**src/ffba_pkg.sv**
```systemverilog
`default_nettype none
package ffba_pkg;

  localparam int unsigned DEF_MAX_BLOCKS  = 64;
  localparam int unsigned DEF_OFFSET_BITS = 32;
  localparam int unsigned BYTES_W         = 33;
  localparam int unsigned FRAG_SCALE      = 100;
  localparam logic [31:0] POOL_RESET      = 32'd1048576;
  localparam logic [6:0]  THRESH_RESET    = 7'd50;

  typedef enum logic [2:0] {
    KIND_ALLOC  = 3'd0,
    KIND_FREE   = 3'd1,
    KIND_DEFRAG = 3'd2,
    KIND_CLEAR  = 3'd3,
    KIND_LOOKUP = 3'd4,
    KIND_RSTAT  = 3'd5
  } kind_e;

  typedef enum logic [2:0] {
    STAT_OK       = 3'd0,
    STAT_NO_SPACE = 3'd1,
    STAT_UNKNOWN  = 3'd2,
    STAT_ZERO     = 3'd3,
    STAT_FULL     = 3'd4
  } status_e;

  typedef enum logic [1:0] {
    CFG_POOL_SIZE = 2'd0,
    CFG_AUTO      = 2'd1,
    CFG_THRESH    = 2'd2
  } cfg_e;

  typedef enum logic [4:0] {
    S_INIT, S_IDLE, S_DECODE, S_SCAN_RD, S_SCAN_CHK, S_ALLOC, S_SH_RD, S_SH_WR,
    S_FREE, S_DIV_START, S_DIV_RUN, S_FRAG_CHK, S_DONE, S_MRG_START, S_MRG_LD,
    S_MRG_RD, S_MRG_CHK, S_CLR_RD, S_CLR_WR
  } ffba_state_e;

  typedef enum logic [4:0] {
    OP_NONE, OP_INIT, OP_LOAD, OP_DECODE, OP_NOFIT, OP_RETRY, OP_SCAN_RD,
    OP_SCAN_HIT, OP_SCAN_NEXT, OP_FULL, OP_SPLIT, OP_TAKE, OP_SH_RD, OP_SH_WR,
    OP_FREE, OP_DIV_START, OP_DIV_STEP, OP_CHK_CLR, OP_OUT, OP_MRG_START,
    OP_MRG_LD, OP_MRG_RD, OP_MRG_CHK, OP_MRG_END, OP_CLR_RD, OP_CLR_WR, OP_CLR_END
  } dp_op_e;

  typedef struct packed {
    kind_e kind;
    logic  req_zero;
    logic  auto_on;
    logic  retry;
    logic  idx_end;
    logic  match;
    logic  split;
    logic  full;
    logic  div_done;
    logic  chk;
    logic  frag_over;
    logic  out_free;
  } dp_sts_t;

endpackage
`default_nettype wire

```
**src/ffba_ctrl.sv**
```systemverilog
`default_nettype none
module ffba_ctrl
  import ffba_pkg::*;
(
  input  wire logic    clk_i,
  input  wire logic    rst_ni,
  input  wire logic    in_valid_i,
  output logic         in_stall_o,
  input  wire logic    cfg_we_i,
  input  wire logic [1:0] cfg_idx_i,
  input  wire dp_sts_t sts_i,
  output dp_op_e       op_o
);

  ffba_state_e state_q, state_d;

  always_ff @(posedge clk_i or negedge rst_ni) begin
    if (!rst_ni) begin
      state_q <= S_INIT;
    end else begin
      state_q <= state_d;
    end
  end

  assign in_stall_o = (state_q != S_IDLE);

  always_comb begin
    state_d = state_q;
    op_o    = OP_NONE;
    case (state_q)
      S_INIT: begin
        op_o    = OP_INIT;
        state_d = S_IDLE;
      end
      S_IDLE: begin
        if (in_valid_i) begin
          op_o    = OP_LOAD;
          state_d = S_DECODE;
        end else if (cfg_we_i && cfg_idx_i == CFG_POOL_SIZE) begin
          state_d = S_INIT;
        end
      end
      S_DECODE: begin
        op_o = OP_DECODE;
        case (sts_i.kind)
          KIND_ALLOC:  state_d = sts_i.req_zero ? S_DIV_START : S_SCAN_RD;
          KIND_FREE:   state_d = S_SCAN_RD;
          KIND_LOOKUP: state_d = S_SCAN_RD;
          KIND_DEFRAG: state_d = S_MRG_START;
          KIND_CLEAR:  state_d = S_CLR_RD;
          default:     state_d = S_DIV_START;
        endcase
      end
      S_SCAN_RD: begin
        if (sts_i.idx_end) begin
          if (sts_i.kind == KIND_ALLOC && sts_i.auto_on && !sts_i.retry) begin
            op_o    = OP_RETRY;
            state_d = S_MRG_START;
          end else begin
            op_o    = OP_NOFIT;
            state_d = S_DIV_START;
          end
        end else begin
          op_o    = OP_SCAN_RD;
          state_d = S_SCAN_CHK;
        end
      end
      S_SCAN_CHK: begin
        if (sts_i.match) begin
          op_o = OP_SCAN_HIT;
          case (sts_i.kind)
            KIND_ALLOC: state_d = S_ALLOC;
            KIND_FREE:  state_d = S_FREE;
            default:    state_d = S_DIV_START;
          endcase
        end else begin
          op_o    = OP_SCAN_NEXT;
          state_d = S_SCAN_RD;
        end
      end
      S_ALLOC: begin
        if (sts_i.split && sts_i.full) begin
          op_o    = OP_FULL;
          state_d = S_DIV_START;
        end else if (sts_i.split) begin
          op_o    = OP_SPLIT;
          state_d = S_SH_RD;
        end else begin
          op_o    = OP_TAKE;
          state_d = S_DIV_START;
        end
      end
      S_SH_RD: begin
        op_o    = OP_SH_RD;
        state_d = S_SH_WR;
      end
      S_SH_WR: begin
        op_o    = OP_SH_WR;
        state_d = sts_i.idx_end ? S_DIV_START : S_SH_RD;
      end
      S_FREE: begin
        op_o    = OP_FREE;
        state_d = S_DIV_START;
      end
      S_DIV_START: begin
        op_o    = OP_DIV_START;
        state_d = S_DIV_RUN;
      end
      S_DIV_RUN: begin
        if (sts_i.div_done) begin
          state_d = S_FRAG_CHK;
        end else begin
          op_o = OP_DIV_STEP;
        end
      end
      S_FRAG_CHK: begin
        if (sts_i.chk && sts_i.frag_over) begin
          op_o    = OP_CHK_CLR;
          state_d = S_MRG_START;
        end else begin
          state_d = S_DONE;
        end
      end
      S_DONE: begin
        if (sts_i.out_free) begin
          op_o    = OP_OUT;
          state_d = S_IDLE;
        end
      end
      S_MRG_START: begin
        op_o    = OP_MRG_START;
        state_d = S_MRG_LD;
      end
      S_MRG_LD: begin
        op_o    = OP_MRG_LD;
        state_d = S_MRG_RD;
      end
      S_MRG_RD: begin
        if (sts_i.idx_end) begin
          op_o    = OP_MRG_END;
          state_d = (sts_i.kind == KIND_ALLOC) ? S_SCAN_RD : S_DIV_START;
        end else begin
          op_o    = OP_MRG_RD;
          state_d = S_MRG_CHK;
        end
      end
      S_MRG_CHK: begin
        op_o    = OP_MRG_CHK;
        state_d = S_MRG_RD;
      end
      S_CLR_RD: begin
        if (sts_i.idx_end) begin
          op_o    = OP_CLR_END;
          state_d = S_MRG_START;
        end else begin
          op_o    = OP_CLR_RD;
          state_d = S_CLR_WR;
        end
      end
      S_CLR_WR: begin
        op_o    = OP_CLR_WR;
        state_d = S_CLR_RD;
      end
      default: state_d = S_INIT;
    endcase
  end

endmodule
`default_nettype wire

```
**config.mk**
```make
export PLATFORM = sky130hd
export DESIGN_NAME = ffba_ctrl
export DESIGN_NICKNAME = d
export VERILOG_FILES = /design/src/ffba_pkg.sv /design/src/ffba_ctrl.sv
export SDC_FILE = /design/constraint.sdc
export NUM_CORES = 1
export LEC_CHECK = 0
export BUFFER_PORTS_ARGS = -buffer_cell sky130_fd_sc_hd__buf_2
export CAP_MARGIN = 10
export CORE_MARGIN = 4
export CORE_UTILIZATION = 40
export CTS_CLUSTER_SIZE = 12
export DETAILED_ROUTE_END_ITERATION = 10
export SYNTH_ARGS = -nofsm -noshare
export SYNTH_HDL_FRONTEND = slang
export SYNTH_SLANG_ARGS = --single-unit
```
**constraint.sdc**
```tcl
create_clock -name clk_i -period 1.8 [get_ports clk_i]
set_clock_uncertainty 0.1 [all_clocks]
set_input_delay 0.09 -clock clk_i [delete_from_list [all_inputs] [get_ports clk_i]]
set_output_delay 0.09 -clock clk_i [all_outputs]
set_load 0.02 [all_outputs]
```
Word-level counts from Yosys, hierarchy flattened
Cells that the tools add are included.
{"block": "totals", "latch_bits": 0, "input_bits": 20, "rom_bits": 0, "output_inout_bits": 6, "register_bits": 5, "elab_cells": 69, "mem_count": 0, "ram_bits": 0}
{"block": "op_classes", "n_shift": 0, "magnitude_cmp": 0, "muxes": 30, "multipliers": 0, "div": 0, "reduce_logical": 12, "add_sub_neg": 0, "eq_ne": 26, "bitwise": 0}
{"op": "$pmux W5 S19", "n": 1}
{"op": "$pmux W5 S18", "n": 1}
{"op": "$mux W5", "n": 12}
{"op": "$eq A5 B4 Y1 const B", "n": 8}
{"op": "$mux W4", "n": 6}
{"op": "$eq A5 B3 Y1 const B", "n": 4}
{"op": "$pmux W5 S4", "n": 1}
{"op": "$eq A5 B5 Y1 const B", "n": 3}
{"op": "$eq A5 B2 Y1 const B", "n": 2}
{"op": "$mux W2", "n": 4}
{"op": "$pmux W4 S2", "n": 1}
{"op": "$eq A3 B2 Y1 const B", "n": 2}
{"op": "$eq A5 B1 Y1 const B", "n": 1}
{"op": "$logic_and A1 B1 Y1", "n": 5}
{"op": "$logic_not A5 Y1", "n": 1}
{"op": "$ne A5 B1 Y1 const B", "n": 1}
{"op": "$ne A2 B2 Y1 const B", "n": 2}
{"op": "$reduce_or A2 Y1", "n": 2}
{"op": "$eq A3 B1 Y1 const B", "n": 1}
{"op": "$eq A3 B3 Y1 const B", "n": 1}
{"op": "$logic_not A3 Y1", "n": 1}
{"op": "$mux W1", "n": 3}
{"op": "$mux W3", "n": 1}
{"op": "$ne A3 B3 Y1 const B", "n": 1}
{"op": "other kinds (3)", "n": 3}

Depth between registers and ports, before layout
{"block": "depth", "depth_word": 6, "mapped_depth": 6, "ltp_nobuf": 5}

Worst setup path after synthesis
OpenSTA, ideal clock, no wires.
{"block": "synth_timing", "kind": "reg2out", "start": "register state_q[2]", "end": "output port op_o[3]", "t_required_ns": 1.610, "t_arrival_ns": 1.339, "path_buffers": 2, "stages_incl_launch_ff": 4, "path_slack_ns": 0.271, "cell_sequence": "dfrtp_1 buf_6 buf_2 o32ai_1"}
{"block": "synth_via", "elab_chain_cells": 2, "elab_cells_between_ends": 20}
{"item": "from (decl)", "line_no": "ffba_ctrl.sv:15", "rtl": "ffba_state_e state_q, state_d;"}
{"item": "from (signal assigned)", "line_no": "ffba_ctrl.sv:21", "rtl": "state_q <= state_d;"}
{"item": "$eq A5 B5 Y1, or another cell as far along", "line_no": "ffba_ctrl.sv:30", "rtl": "case (state_q)"}
{"item": "$pmux W5 S19 (*)", "line_no": "ffba_ctrl.sv:30"}
{"item": "to (decl)", "line_no": "ffba_ctrl.sv:12", "rtl": "output dp_op_e op_o"}
Every way passes the cells marked *; elsewhere a longest branch is shown, timed or not.

Final worst setup path
{"block": "layout_timing", "start": "register state_q[4]", "end": "output port op_o[0]"}
The elaborated chain is that of the path after synthesis.

==> flow_metrics.py <==
metrics = {
    "status": {
        "status": "finished with violations",
        "violations": "negative setup slack",
    },
    "logic_synthesis": {
        "synth_cell_types": 52,
        "syn_nets": 165,
        "seq_area_frac_synth_pct": 12.3,
        "synth_ff_type": "dfrtp_1",
        "async_flop_share_pct": 100,
        "synth_area_per_cell_um2": 7.04,
        "post_synth_instance_area_mm2": 0.00102,
        "yosys_warnings": 0,
        "ys_seq_elements": 5,
        "syn_inst": 145,
        "synth_edf_count": 0,
    },
    "clock_network": {
        "htree_levels": 1,
        "cts_sinks": 5,
        "cts_tree": "done",
        "clkTransAtPathRegs_ns": 0.05,
        "clock_path_buffers": 2,
        "worstSkewPairLatency_ns": 0.24,
        "clock_tree.root_cell": "clkbuf_4",
        "cts_buffers": 3,
    },
    "route": {
        "ant_nets": 0,
        "vias_per_cell": 6.47,
        "drt-initial-drc-count": 115,
        "routed_wl_mm": 4.39,
        "drtPass1Iterations": 5,
        "avgRoutedWirePerCell_um": 18.5,
        "drc": 0,
        "num_vias": 1541,
    },
    "cells_and_area": {
        "regMostFlops": "state_q",
        "stdcell_area_mm2": 0.00167,
        "synthToLayoutAreaGrowth_pct": 63.5,
        "top_regs": "state_q (5)",
        "largest_reg_flops": 5,
        "fin_nets": 229,
        "diodes": 0,
        "drive_gt1_share_pct": 52.4,
        "fillCellCount": 194,
    },
    "power_and_ir_drop": {
        "powerDensity_mw_per_mm2": 1690,
        "power_uw": 2830,
        "peakVddDrop_uv": 1100,
        "power.leakage_uw": 0.000703,
    },
    "global_route": {
        "grt_remaining_overflow": 0,
        "grt_pass1_vias": 1428,
        "grt_max_degree": 20,
        "grt_pass1_wl_mm": 6.33,
        "grt.total_usage_pct": 23.6,
        "antenna_found_initial": 0,
    },
    "placed_design": {
        "portBuffers": 25,
        "dpl-instance-area_mm2": 0.00129,
        "hpwl_mm": 2.75,
        "place.gp.congestion": 1.05,
    },
    "sta": {
        "drv_slew": 0,
        "relSlewSlack_pct": 80.1,
        "rsz0062_at_grt": "yes",
        "hold_viol_final": 0,
        "fmaxAchievable_ghz": 0.536,
        "min_period_ns": 1.86,
        "fin_hold_ws_ns": 0.0863,
        "setup_viol": 2,
        "fin_ws_ns": -0.0646,
        "period_share_pct": 104,
        "worst_slew_pin_slew_ns": 0.294,
    },
    "floorplan": {
        "dieArea_mm2": 0.00342,
        "row_count": 18,
        "io_pins": 26,
        "start_util_pct": 41.6,
        "core_area_mm2": 0.00245,
        "die_h_um": 58.5,
        "die_w_um": 58.5,
    },
    "worst_hold_path": {
        "hold_path_class": "input pin to async pin",
    },
    "setup_path": {
        "crit_fanout": 4,
        "rr_startpoint": "state_q[1]",
        "worstPathRequired_ns": 1.61,
        "crit_arrival_ns": 1.67,
        "critPathLaunch": "state_q[4]",
        "worstSetupEndpointType": "output pin",
        "critPathLaunchType": "flip-flop",
        "critPathKind": "flip-flop to output pin",
    },
    "run": {
        "maxCapViolCount": 0,
    },
}
-- metrics by stage --
stage	cells	util [%]	TNS, ns	setup WS (ns)
after floorplan	145	-	0	0.271
after global placement	212	52.6	0	0.0589
after detailed placement	212	52.6	0	0.0409
after CTS	225	58.0	0	0.00279
after global routing	238	68.0	-0.383	-0.109
final	238	68.0	-0.107	-0.0646
-- routing by layer --
| metal | up-vias | global-route usage, % | routed length, µm |
|---|---|---|---|
| li1 | 677 | - | - |
| met1 | 704 | 29.3 | 1620 |
| met2 | 131 | 38.9 | 2100 |
| met3 | 29 | 4.39 | 449 |
| met4 | 0 | 11.3 | 223 |
| met5 | - | 0 | 0 |
-- logic make-up (layout without fill, tap and decap cells) --
group                  count (synthesis)  after routing  share of synthesized area (%)
and+or+nand+nor                       72             72                           39.0
buffers and inverters                 17             80                           11.0
DFF                                    5              5                           12.3
AOI/OAI and AO/OA                     50             50                           36.8
muxes                                  1              1                          0.980
-- final timing paths --
check / depth (start not counted) / end / slack, ns
min reg2reg: 2 / state_q[4] / 0.67
min in group clk_i: 2 / state_q[4] / 0.10
max reg2reg: 7 / state_q[2] / 0.02
max: 6 / op_o[0] / -0.06
max in group asynchronous: 2 / state_q[3] / 1.37
min: 2 / state_q[2] / 0.09
-- cell type report --
| type | instances | area [µm²] | area share [%] |
|---|---|---|---|
| Clock buffer | 4 | 26.3 | 1.57 |
| Sequential cell | 5 | 131 | 7.87 |
| Timing Repair Buffer | 70 | 566 | 33.9 |
| Inverter | 6 | 31.3 | 1.87 |
| Multi-Input combinational cell | 123 | 877 | 52.5 |
| Tap cell | 30 | 37.5 | 2.25 |
-- worst max-delay path, cell delays in order, from the launching register on --
cell and delay, ns:
dfrtp_2 0.43, nand2b_4 0.16, nor4_4 0.29, a31o_2 0.18, a32oi_2 0.07, o211ai_1 0.12, buf_4 0.17
-- cells in the mapped netlist (2+ instances only) --
library cell | instances | area, µm²
o22ai_1 | 4 | 25.0
inv_1 | 4 | 15.0
nor2_1 | 9 | 33.8
a22o_1 | 2 | 17.5
o21ai_1 | 3 | 15.0
inv_2 | 2 | 7.51
nand2b_1 | 5 | 31.3
dfrtp_1 | 5 | 125
o21ai_0 | 8 | 40.0
nor2b_1 | 5 | 31.3
and2b_1 | 2 | 15.0
nand4_1 | 3 | 18.8
o211ai_1 | 3 | 22.5
buf_2 | 4 | 20.0
a21oi_1 | 7 | 35.0
a31oi_1 | 4 | 25.0
nand2_1 | 18 | 67.6
a41oi_1 | 2 | 17.5
a21boi_0 | 2 | 15.0
nor3_1 | 7 | 35.0
o32ai_1 | 3 | 26.3
nand3_1 | 10 | 50.1
buf_6 | 4 | 45.0
-- power by group --
group	switching [µW]	internal, µW
combinational	1260	1170
clock	47.1	83.9
sequential	93.8	168
total	1400	1430
-- cell usage in the layout (no fill, tap or decap), drive strengths merged, types with 4 or more instances in the layout --
cell,count
buf,67
nand2,18
nor2,11
o21ai,11
nand3,10
a21oi,8
nor3,7
nand2b,6
clkbuf,6
nor2b,5
dfrtp,5
inv,5
a31oi,4
o22ai,4
-- repair_timing --
| action | CTS | global route |
|---|---|---|
| resized for setup | 14 | 29 |
| buffers inserted | 8 | 11 |
| pin swaps | 1 | 12 |
| hold buffers | 1 | 0 |
| setup endpoints to repair | 5 | 7 |
| endpoints found under the hold margin | 5 | 0 |
| cloned | 0 | 2 |
(Power assumes the default switching activity.)
